==> src/hdl/tmas_ram.sv <==
// generic single-port-write, registered-read synchronous ram
module tmas_ram #(
    parameter int WIDTH = 8,
    parameter int DEPTH = 64,
    localparam int AW   = $clog2(DEPTH)
) (
    input  logic             i_clk,
    input  logic             i_we,
    input  logic [AW-1:0]    i_waddr,
    input  logic [WIDTH-1:0] i_wdata,
    input  logic             i_re,
    input  logic [AW-1:0]    i_raddr,
    output logic [WIDTH-1:0] o_rdata
);

    logic [WIDTH-1:0] mem [DEPTH];
    logic [WIDTH-1:0] r_rdata;

    always_ff @(posedge i_clk) begin
        if (i_we) begin
            mem[i_waddr] <= i_wdata;
        end
        if (i_re) begin
            r_rdata <= mem[i_raddr];
        end
    end

    assign o_rdata = r_rdata;

endmodule

==> config.mk <==
export PLATFORM = sky130hd
export DESIGN_NAME = tmas_ram
export DESIGN_NICKNAME = d
export VERILOG_FILES = /design/src/hdl/tmas_ram.sv
export SDC_FILE = /design/constraint.sdc
export NUM_CORES = 1
export LEC_CHECK = 0
export BUFFER_PORTS_ARGS = -buffer_cell sky130_fd_sc_hd__clkbuf_2
export CELL_PAD_IN_SITES_DETAIL_PLACEMENT = 1
export CELL_PAD_IN_SITES_GLOBAL_PLACEMENT = 2
export CORE_UTILIZATION = 45
export CTS_CLUSTER_DIAMETER = 60
export DETAILED_ROUTE_END_ITERATION = 16
export PLACE_DENSITY_LB_ADDON = 0.05
export SLEW_MARGIN = 20
export SYNTH_ARGS = -nofsm -noshare
export SYNTH_HDL_FRONTEND = slang
export SYNTH_SLANG_ARGS = --single-unit
==> constraint.sdc <==
create_clock -name i_clk -period 3.6 [get_ports i_clk]
set_input_delay 0.72 -clock i_clk [delete_from_list [all_inputs] [get_ports i_clk]]
set_output_delay 0.72 -clock i_clk [all_outputs]
set_load 0.02 [all_outputs]
==> results.yml <==
power_and_ir_drop:
  power_mw: 12.75
  p_leak_nw: 7.412
  vdd_ir_drop_max_v: 0.0003922
  powerDensity_nw_per_um2: 547.7
die:
  die_area_sq_um: 45850
  num_io_pins: 31
  coreArea_sq_um: 44320
  initial_core_util_pct: 45.69
  die_y_um: 214.1
  fp-row-count: 77
  die_w_um: 214.1
detailed_routing:
  first_iter_violations: 821
  num_vias: 9841
  ant_nets: 0
  avgViaCountPerCell: 5.785
  wl_per_cell_um: 29.73
  drt_wl_total_um: 50560
  drc: 0
  first_pass_iters: 5
grt:
  grt_pass1_vias: 10610
  gr-total-overflow: 0
  gr-usage-all-layers_pct: 22.63
  antenna_found_initial: 2
  grt_pass1_wl_um: 73720
  grt_max_degree: 65
placement:
  dp_hpwl_um: 32720
  io_buffer_count: 30
  place_congestion: 0.8085
logic_synthesis:
  syn_inst: 940
  synth_area_sq_um: 20250
  synth_area_per_cell_sq_um: 21.54
  ys_types: 39
  synth_seq_area_share_pct: 77.12
  syn_nets: 963
  ys_warn_count: 0
  ys_seq_elements: 520
sta:
  slew_headroom_pct: 39.49
  finalCriticalPeriod_ps: 2705
  finalSetupViolCount: 0
  worst_clock_skew_ps: 10.12
  hold_viol: 0
  tightest_slew_ps: 904.3
  final.setup.tns_ps: 0
  rsz0062_at_grt: "no"
  fmax_ghz: 0.3697
  slew_viol_final: 0
  fin_crit_sh_pct: 75.13
cells_and_area:
  num-nets-final: 1087
  layout_common_cells: "edfxtp_1, mux4_2, buf_4"
  n_antenna_cell: 0
  drive_gt1_share_pct: 30.21
  layout_commonest_cell: "edfxtp_1"
  layout-area-overhead-vs-synth_pct: 14.96
clock_network:
  cts_buffers: 54
  clock_path_buffers: 3
  cts_resized: 0
  ctsHoldBuffers: 0
  tritoncts: "built"
  htree_levels: 2
  numClockSinks: 520
  insertion_delay_ps: 600
  cts_root_buf: "clkbuf_16"
  post_cts_buffers: 0
  cts.clk_slew.worst_paths_ps: 60
hold_path:
  hold_depth: 1
  min_path_type: "primary input to flop"
  whs_endpoint: "mem[10][5]"
  hold_path_startpoint: "i_wdata[5]"
worst_setup_path:
  r2r-end: "o_rdata[4]"
  endpoint_kind: "flop"
  r2r-start: "mem[28][4]"
  critical_path_class: "primary input to flop"
  cp.arrival_ps: 3030
  crit_path_max_fanout: 51
  critPathLaunchType: "primary input"
  critPathRequiredTime_ps: 3930
  reg2reg_depth: 5
  reg2reg_setup_slack_ps: 1340
run:
  cap_violations: 0
run_status:
  status: "finished clean"
==> synthesized netlist by cell type <==
master	n	share of area, %
a221oi_1	6	0.26
nand2b_1	7	0.22
nand3_1	13	0.32
o21ai_0	2	0.049
a21oi_1	3	0.074
buf_1	4	0.074
and2_1	1	0.031
buf_6	4	0.22
nand3b_1	3	0.11
nand4b_1	1	0.043
a31oi_1	1	0.031
o2bb2ai_1	3	0.13
o221a_2	2	0.11
o41ai_1	2	0.087
buf_4	13	0.48
or3_1	1	0.031
nor2b_1	14	0.43
a22oi_1	3	0.11
a211oi_1	4	0.15
o21a_1	2	0.074
buf_2	11	0.27
nor4_1	2	0.062
mux4_2	126	14
o311ai_1	1	0.043
clkbuf_1	17	0.32
a2111oi_0	2	0.087
nor3_1	7	0.17
edfxtp_1	520	77
o22ai_1	8	0.25
o21ai_1	2	0.049
mux2_2	13	0.72
nor2_1	83	1.5
o2111ai_1	3	0.13
nand4_1	2	0.062
mux2i_1	23	1.1
nand2_1	19	0.35
o221ai_1	8	0.35
o32ai_1	2	0.087
buf_12	2	0.20
==> metrics by stage <==
stage,hold slack [ps],instance area (sq um),util [%],worst slack (ps),std cells
floorplan,797.1,20250,-,1074,940
global placement,919.4,21580,48.69,290.8,1600
detailed placement,922.8,21580,48.69,248.3,1600
CTS,401.1,23280,52.52,905.6,1701
global route,445.2,23280,52.52,771.6,1701
finish,424.7,23280,52.52,895.2,1701
==> cell type report <==
class / instances / area, sq um
clock buffers: 70 / 1475
fillers: 3914 / 21040
clock inverters: 31 / 222.7
multi-input cells: 369 / 4315
well taps: 592 / 740.7
flip-flops and latches: 520 / 15620
repair buffers: 119 / 907.1
==> how the worst max path moves through the flow <==
stage,from,end,slack [ps],cells after the start
detailed placement,i_raddr[0],o_rdata[7],250,6
CTS,i_raddr[0],o_rdata[7],910,6
global route,i_raddr[1],o_rdata[5],770,7
global placement,i_raddr[0],o_rdata[7],290,6
floorplan,i_raddr[1],o_rdata[3],1070,7
finish,i_raddr[1],o_rdata[7],900,7
==> worst max-delay path, cell delays in order <==
cell	delay, ps
buf_4	430
buf_12	340
nand3_1	600
o221ai_1	480
a21oi_1	70
o21ai_0	210
nand2_1	120
==> per-layer routing <==
metal  up-vias  track usage [%]  routed length (um)
li1       4190                -                   -
met1      5297            32.29               22390
met2       276            35.11               23800
met3        76            4.667                3000
met4         2            7.429                1358
met5         -                0                  14
==> flip-flops by register name (all words and copies together), names as in the netlist <==
| signal | flops |
|---|---|
| o_rdata | 8 |
| mem | 512 |
==> report_power, final <==
| group | leakage, nW | switching, mW | internal (mW) |
|---|---|---|---|
| Clock | 0.832 | 2.27 | 3.09 |
| Combinational | 1.89 | 0.411 | 0.243 |
| Sequential | 4.69 | 0.0157 | 6.72 |
==> cell families after synthesis <==
| kind of cell | Yosys count | synth area share, % |
|---|---|---|
| flops | 520 | 77.12 |
| buf+inv | 51 | 1.563 |
| compound gates | 54 | 2.064 |
| mux | 162 | 15.88 |
| simple gates | 153 | 3.374 |
(Power assumes the default switching activity.)
