--- src/hdl/tmas_pkg.sv ---
// shared types and constants of the tile map attribute store
package tmas_pkg;

    localparam int MAP_WIDTH   = 32;
    localparam int MAP_HEIGHT  = 30;
    localparam int TILE_DEPTH  = MAP_WIDTH * MAP_HEIGHT;
    localparam int ATTR_STRIDE = (MAP_WIDTH + 3) / 4;
    localparam int ATTR_ROWS   = (MAP_HEIGHT + 3) / 4;
    localparam int ATTR_DEPTH  = ATTR_STRIDE * ATTR_ROWS;
    localparam int TILE_AW     = $clog2(TILE_DEPTH);
    localparam int ATTR_AW     = $clog2(ATTR_DEPTH);
    localparam int COORD_W     = 6;
    localparam int DATA_W      = 8;
    localparam int OP_W        = 3;
    // tile byte plus collision bit in the msb
    localparam int CELL_W      = DATA_W + 1;
    localparam int FIELD_W     = 2;
    localparam int FIELDS      = DATA_W / FIELD_W;
    localparam int SOLID_MIN   = 128;

    typedef enum logic [OP_W-1:0] {
        OP_RD_TILE  = 3'd0,
        OP_WR_TILE  = 3'd1,
        OP_LD_TILE  = 3'd2,
        OP_RD_COLL  = 3'd3,
        OP_WR_COLL  = 3'd4,
        OP_RD_ATTR  = 3'd5,
        OP_WR_ATTR  = 3'd6
    } t_op;

    typedef struct packed {
        logic [OP_W-1:0]    opcode;
        logic [COORD_W-1:0] column;
        logic [COORD_W-1:0] row;
        logic [DATA_W-1:0]  write_value;
    } t_req;

    typedef struct packed {
        logic [DATA_W-1:0] read_data;
        logic              in_range;
    } t_rsp;

    // decoded location of one request
    typedef struct packed {
        logic               in_map;
        logic [TILE_AW-1:0] tile_idx;
        logic [ATTR_AW-1:0] attr_idx;
        logic [1:0]         field;
    } t_loc;

endpackage

--- src/hdl/tmas_addr.sv ---
// coordinate check and tile / attribute address decode
module tmas_addr (
    input  logic [tmas_pkg::COORD_W-1:0] i_column,
    input  logic [tmas_pkg::COORD_W-1:0] i_row,
    output tmas_pkg::t_loc               o_loc
);

    localparam int TILE_LIN_W = 2 * tmas_pkg::COORD_W;
    localparam int ATTR_LIN_W = 2 * (tmas_pkg::COORD_W - 2);
    localparam int CMP_W      = tmas_pkg::COORD_W + 1;

    logic [TILE_LIN_W-1:0] tile_lin;
    logic [ATTR_LIN_W-1:0] attr_lin;

    // row-major tile index
    assign tile_lin = TILE_LIN_W'(i_row) * TILE_LIN_W'(tmas_pkg::MAP_WIDTH)
                    + TILE_LIN_W'(i_column);
    // one attribute byte per 4x4 block
    assign attr_lin = ATTR_LIN_W'(i_row[tmas_pkg::COORD_W-1:2])
                    * ATTR_LIN_W'(tmas_pkg::ATTR_STRIDE)
                    + ATTR_LIN_W'(i_column[tmas_pkg::COORD_W-1:2]);

    always_comb begin
        o_loc.in_map   = (CMP_W'(i_column) < CMP_W'(tmas_pkg::MAP_WIDTH))
                      && (CMP_W'(i_row) < CMP_W'(tmas_pkg::MAP_HEIGHT));
        o_loc.tile_idx = tile_lin[tmas_pkg::TILE_AW-1:0];
        o_loc.attr_idx = attr_lin[tmas_pkg::ATTR_AW-1:0];
        o_loc.field    = {i_row[1], i_column[1]};
    end

endmodule

--- config.mk ---
export PLATFORM = sky130hd
export DESIGN_NAME = tmas_addr
export DESIGN_NICKNAME = d
export VERILOG_FILES = /design/src/hdl/tmas_pkg.sv /design/src/hdl/tmas_addr.sv
export SDC_FILE = /design/constraint.sdc
export NUM_CORES = 1
export LEC_CHECK = 0
export BUFFER_PORTS_ARGS = -buffer_cell sky130_fd_sc_hd__buf_4
export CAP_MARGIN = 5
export CORE_AREA = 5 5 42 44
export DETAILED_ROUTE_END_ITERATION = 7
export DIE_AREA = 0 0 47 49
export GPL_TIMING_DRIVEN = 1
export MAX_ROUTING_LAYER = met4
export PLACE_DENSITY = 0.44
export REMOVE_ABC_BUFFERS = 1
export SLEW_MARGIN = 20
export SYNTH_ARGS = -nofsm -noshare
export SYNTH_HDL_FRONTEND = slang
export SYNTH_SLANG_ARGS = --single-unit
--- constraint.sdc ---
create_clock -name vclk -period 1.2
set_input_delay 0.24 -clock vclk [all_inputs]
set_output_delay 0.24 -clock vclk [all_outputs]
set_load 0.1 [all_outputs]
==> results of run 1 <==
## cells by family (layout without fill, tap and decap cells)
logic type | after synthesis | count (layout)
xor+xnor | 4 | 4
fa+ha+maj | 4 | 4
buf+inv | 10 | 23
simple gates | 4 | 4
## synthesized netlist by cell type
master and count:
buf_4 10, and4_1 1, xnor2_1 2, nor3_2 1
xor2_1 2, nand3_1 2, ha_1 4
## routing by layer
layer,wire length [um],vias up
li1,-,89
met1,155,88
met2,316,22
met3,123,0
met4,0,0
met5,0,-
## stage by stage
stage,cells,utilization,hold WS [ns],setup TNS (ns)
CTS,50,0.3420,0.4813,-0.5421
floorplan,12,-,0.4800,-5.972
detailed placement,49,0.2080,0.4813,-1.564
finish,51,0.3759,0.4807,-0.3422
global route,51,0.3759,0.4807,-0.5069
global placement,49,0.2080,0.4813,-1.528
## critical path, stage by stage
cell and delay (ns):
buf_8 0.11, ha_4 0.16, ha_4 0.17, nand3_4 0.06
xnor2_2 0.12, buf_8 0.22
## path summary, 6_finish.rpt
kind / startpoint / to / slack, ns
worst min-delay path: i_column[0] / o_loc[8] / 0.48
worst max-delay path: i_column[5] / o_loc[17] / -0.12
## cell usage in the layout (no fill, tap or decap)
| cell | instances |
|---|---|
| and4_1 | 1 |
| buf_12 | 5 |
| buf_4 | 11 |
| buf_6 | 3 |
| buf_8 | 4 |
| ha_4 | 4 |
| nand3_4 | 2 |
| nor3_2 | 1 |
| xnor2_2 | 2 |
| xor2_2 | 1 |
| xor2_4 | 1 |
## power breakdown
group	internal [W]	switching [W]	leakage [nW]	total, W
clock network	0	0	0	0
registers	0	0	0	0
logic	0.000152	0.000277	0.220	0.000430
## timing repair
item                       in CTS  in global routing
setup endpoints to repair       7                  6
resized for setup              33                  7
pin swaps                      10                  8
setup buffers                   1                  1
## area by class of cell
| cell class | instances | area (um^2) | share of cell area |
|---|---|---|---|
| Tap cell | 16 | 20.02 | 0.03800 |
| Multi-Input combinational cell | 12 | 230.2 | 0.4371 |
| Timing Repair Buffer | 23 | 276.5 | 0.5249 |
==> impl_metrics.env, run 1 <==
export IMPL_die_area_um2=2303
export IMPL_yosys_area_share_simple=0.1523
export IMPL_p_total_w=0.0004297
export IMPL_core_area_um2=1401
export IMPL_synth_top_area_cell="buf_4"
export IMPL_avgSynthCellArea_um2=8.588
export IMPL_yosysUniqueCellTypes=7
export IMPL_setup_violations=5
export IMPL_synth_top_cell_area_share=0.3974
export IMPL_synth_xor_area_frac=0.1854
export IMPL_p_per_area_nw_per_um2=815.7
export IMPL_worstMarginPinSlew_ns=0.2798
export IMPL_io_buffers=17
export IMPL_timing_fmax_mhz=757.3
export IMPL_min_path_type="in2out"
export IMPL_antenna_found_initial=0
export IMPL_ctsHoldBuffers=0
export IMPL_dp_slack_ns=-0.3325
export IMPL_worstPathArrival_ns=1.08
export IMPL_synth_compound_area_frac=0
export IMPL_drtIter0Drc=0
export IMPL_final_hold_viol_count=0
export IMPL_grt_pass1_vias=241
export IMPL_start_util=0.1348
export IMPL_finalMaxSlewViolations=0
export IMPL_antenna_cells=0
export IMPL_drt_first_pass_iters=1
export IMPL_whs_path_depth=0
export IMPL_drv_cap=0
export IMPL_grt_busiest_layer="met2"
export IMPL_rows=14
export IMPL_rsz0062_at_grt="true"
export IMPL_layout_drive_gt1_share=0.9714
export IMPL_track_usage=0.05403
export IMPL_fin_crit_ns=1.320
export IMPL_clockBufferCount=0
export IMPL_relSlewSlack=0.8150
export IMPL_grtUsageMet2=0.09050
export IMPL_muxShareOfSynthArea=0
export IMPL_num_vias=199
export IMPL_synthTopCellsByArea="buf_4 40%, ha_1 26%, xnor2_1 9.3%"
export IMPL_wl_per_cell_um=11.65
export IMPL_ios=31
export IMPL_fp_dieW_um=47
export IMPL_p_leak_nw=0.2203
export IMPL_wl_um=594
export IMPL_hpwl_um=454.4
export IMPL_synth_area_um2=188.9
export IMPL_design_seq_count=0
export IMPL_status="finished with violations"
export IMPL_met3_usage=0.02952
export IMPL_drc=0
export IMPL_drt_antenna_violating_nets=0
export IMPL_final_area_um2=526.8
export IMPL_grt_overflow=0
export IMPL_chipHeight_um=49
export IMPL_place_area_um2=291.5
export IMPL_fillers=145
export IMPL_setup_slack_ns=-0.1205
export IMPL_viasPerCell=3.902
export IMPL_grt_pass1_wl_um=979
export IMPL_worst_ir_drop_vdd_mv=0.3149
export IMPL_period_share=1.100
export IMPL_critPathMaxFanout=3
export IMPL_violations="negative setup slack"
export IMPL_synth_yosys_warnings=0
export IMPL_grt_max_degree=5
export IMPL_grt_use_met1=0.05895
export IMPL_crit_path_end_kind="output pin"
export IMPL_required_ns=0.96
export IMPL_area_growth_pct=178.8
export IMPL_yosys_area_share_adder=0.2649
export IMPL_crit_type="in2out"
export IMPL_seqCellArea_um2=0
export IMPL_syn_instance_count=22
export IMPL_place_congestion=0.6561
export IMPL_synth_seq_area_share=0
export IMPL_synth_top_family_by_area="buffers and inverters"
export IMPL_crit_path_start_kind="input port"
export IMPL_nNetsFinal=53
Power figures use the tool's default switching activity.
==> run 2, diff against run 1 <==
Settings changed: GPL_ROUTABILITY_DRIVEN set to 0.
Clock period 1.2 ns to 1.51 ns, I/O delays scaled along.
==> impl_metrics.env, run 2 (synthesis gave the netlist of run 1 again) <==
export IMPL_cts_setup_buffers=0
export IMPL_clockBufferCount=0
export IMPL_status="finished clean"
export IMPL_min_path_type="in2out"
export IMPL_required_ns=1.21
export IMPL_rsz0062_at_grt="true"
export IMPL_grt_busiest_layer="met2"
export IMPL_dp_slack_ns=-0.1555
export IMPL_grt_pass1_wl_um=731
export IMPL_ios=31
export IMPL_wl_um=475
export IMPL_nNetsFinal=48
export IMPL_rows=14
export IMPL_track_usage=0.03885
export IMPL_antenna_found_initial=0
export IMPL_worst_ir_drop_vdd_mv=0.1794
export IMPL_viasPerCell=3.739
export IMPL_grt_use_met1=0.04783
export IMPL_chipHeight_um=49
export IMPL_cp_cell_sequence="buf_4 -> ha_2 -> ha_2 -> xor2_1 -> buf_6"
export IMPL_final_area_um2=341.6
export IMPL_wl_per_cell_um=10.33
export IMPL_fillers=157
export IMPL_p_per_area_nw_per_um2=790.3
export IMPL_layout_commonest_cell="buf_4"
export IMPL_num_vias=172
export IMPL_setup_violations=0
export IMPL_crit_path_end_kind="output pin"
export IMPL_layout_drive_gt1_share=0.8667
export IMPL_drc=0
export IMPL_crit_path_start_kind="input port"
export IMPL_timing_fmax_mhz=669.4
export IMPL_die_area_um2=2303
export IMPL_drv_cap=0
export IMPL_relSlewSlack=0.8141
export IMPL_drtIter0Drc=0
export IMPL_grt_pass1_vias=173
export IMPL_drt_antenna_violating_nets=0
export IMPL_grt_max_degree=5
export IMPL_period_share=0.9893
export IMPL_drt_first_pass_iters=1
export IMPL_crit_top_cell="ha_2"
export IMPL_finalMaxSlewViolations=0
export IMPL_crit_type="in2out"
export IMPL_io_buffers=17
export IMPL_grtUsageMet2=0.05430
export IMPL_start_util=0.1348
export IMPL_final_cell_mix="13 x buf_4, 4 x buf_6, 2 x ha_4, 2 x ha_2"
export IMPL_worstPathArrival_ns=1.19
export IMPL_crit_slowest_cell="buf_6"
export IMPL_seqCellArea_um2=0
export IMPL_met3_usage=0.02952
export IMPL_setup_slack_ns=0.01618
export IMPL_antenna_cells=0
export IMPL_critPathMaxFanout=3
export IMPL_worstMarginPinSlew_ns=0.2812
export IMPL_max_stage_delay_ns=0.25
export IMPL_fin_crit_ns=1.494
export IMPL_core_area_um2=1401
export IMPL_place_area_um2=269.0
export IMPL_grt_overflow=0
export IMPL_design_seq_count=0
export IMPL_p_leak_nw=0.1537
export IMPL_final_hold_viol_count=0
export IMPL_area_growth_pct=80.80
export IMPL_fp_dieW_um=47
-- run 2: layer usage --
metal,share of wire,up-vias
li1,-,81
met1,0.36,69
met2,0.41,22
met3,0.22,0
met4,0,0
met5,0,-
-- run 2: power breakdown --
group / internal, W / switching (W)
Combinational: 0.0000678 / 0.000202
Sequential: 0 / 0
Clock: 0 / 0
Total: 0.0000678 / 0.000202
-- run 2: repair_timing --
item | in CTS | in global routing
hold buffers | 0 | 0
endpoints found under the setup margin | 3 | 5
pin swaps | 2 | 1
hold endpoints to repair | 0 | 0
gates resized for setup | 9 | 6
-- run 2: path summary, 6_finish.rpt --
| check | from | to | slack, ns | cells after the start |
|---|---|---|---|---|
| min | i_column[0] | o_loc[8] | 0.60 | 0 |
| max | i_column[5] | o_loc[7] | 0.02 | 5 |
-- run 2: through the flow --
stage	setup TNS, ns	util	instances	hold WS (ns)	total power (W)
floorplan	-4.448	-	12	0.6040	0.0001852
global placement	-0.2771	0.1920	46	0.6053	0.0002501
detailed placement	-0.2984	0.1920	46	0.6053	0.0002491
CTS	-0.004822	0.2223	46	0.6053	0.0002612
global route	-0.02141	0.2438	46	0.6047	0.0002809
finish	0	0.2438	46	0.6047	0.0002700
-- run 2: critical path: cells and delay by family --
kind,cells,cell delay [ns]
buffers and inverters,2,0.38
XOR/XNOR,1,0.17
adder cells (fa/ha/maj),2,0.33
-- run 2: area by class of cell --
type / count / area, um^2 / area share
timing repair buffer: 18 / 157.7 / 0.4615
tap: 16 / 20.02 / 0.05861
multi-input combinational: 12 / 163.9 / 0.4799
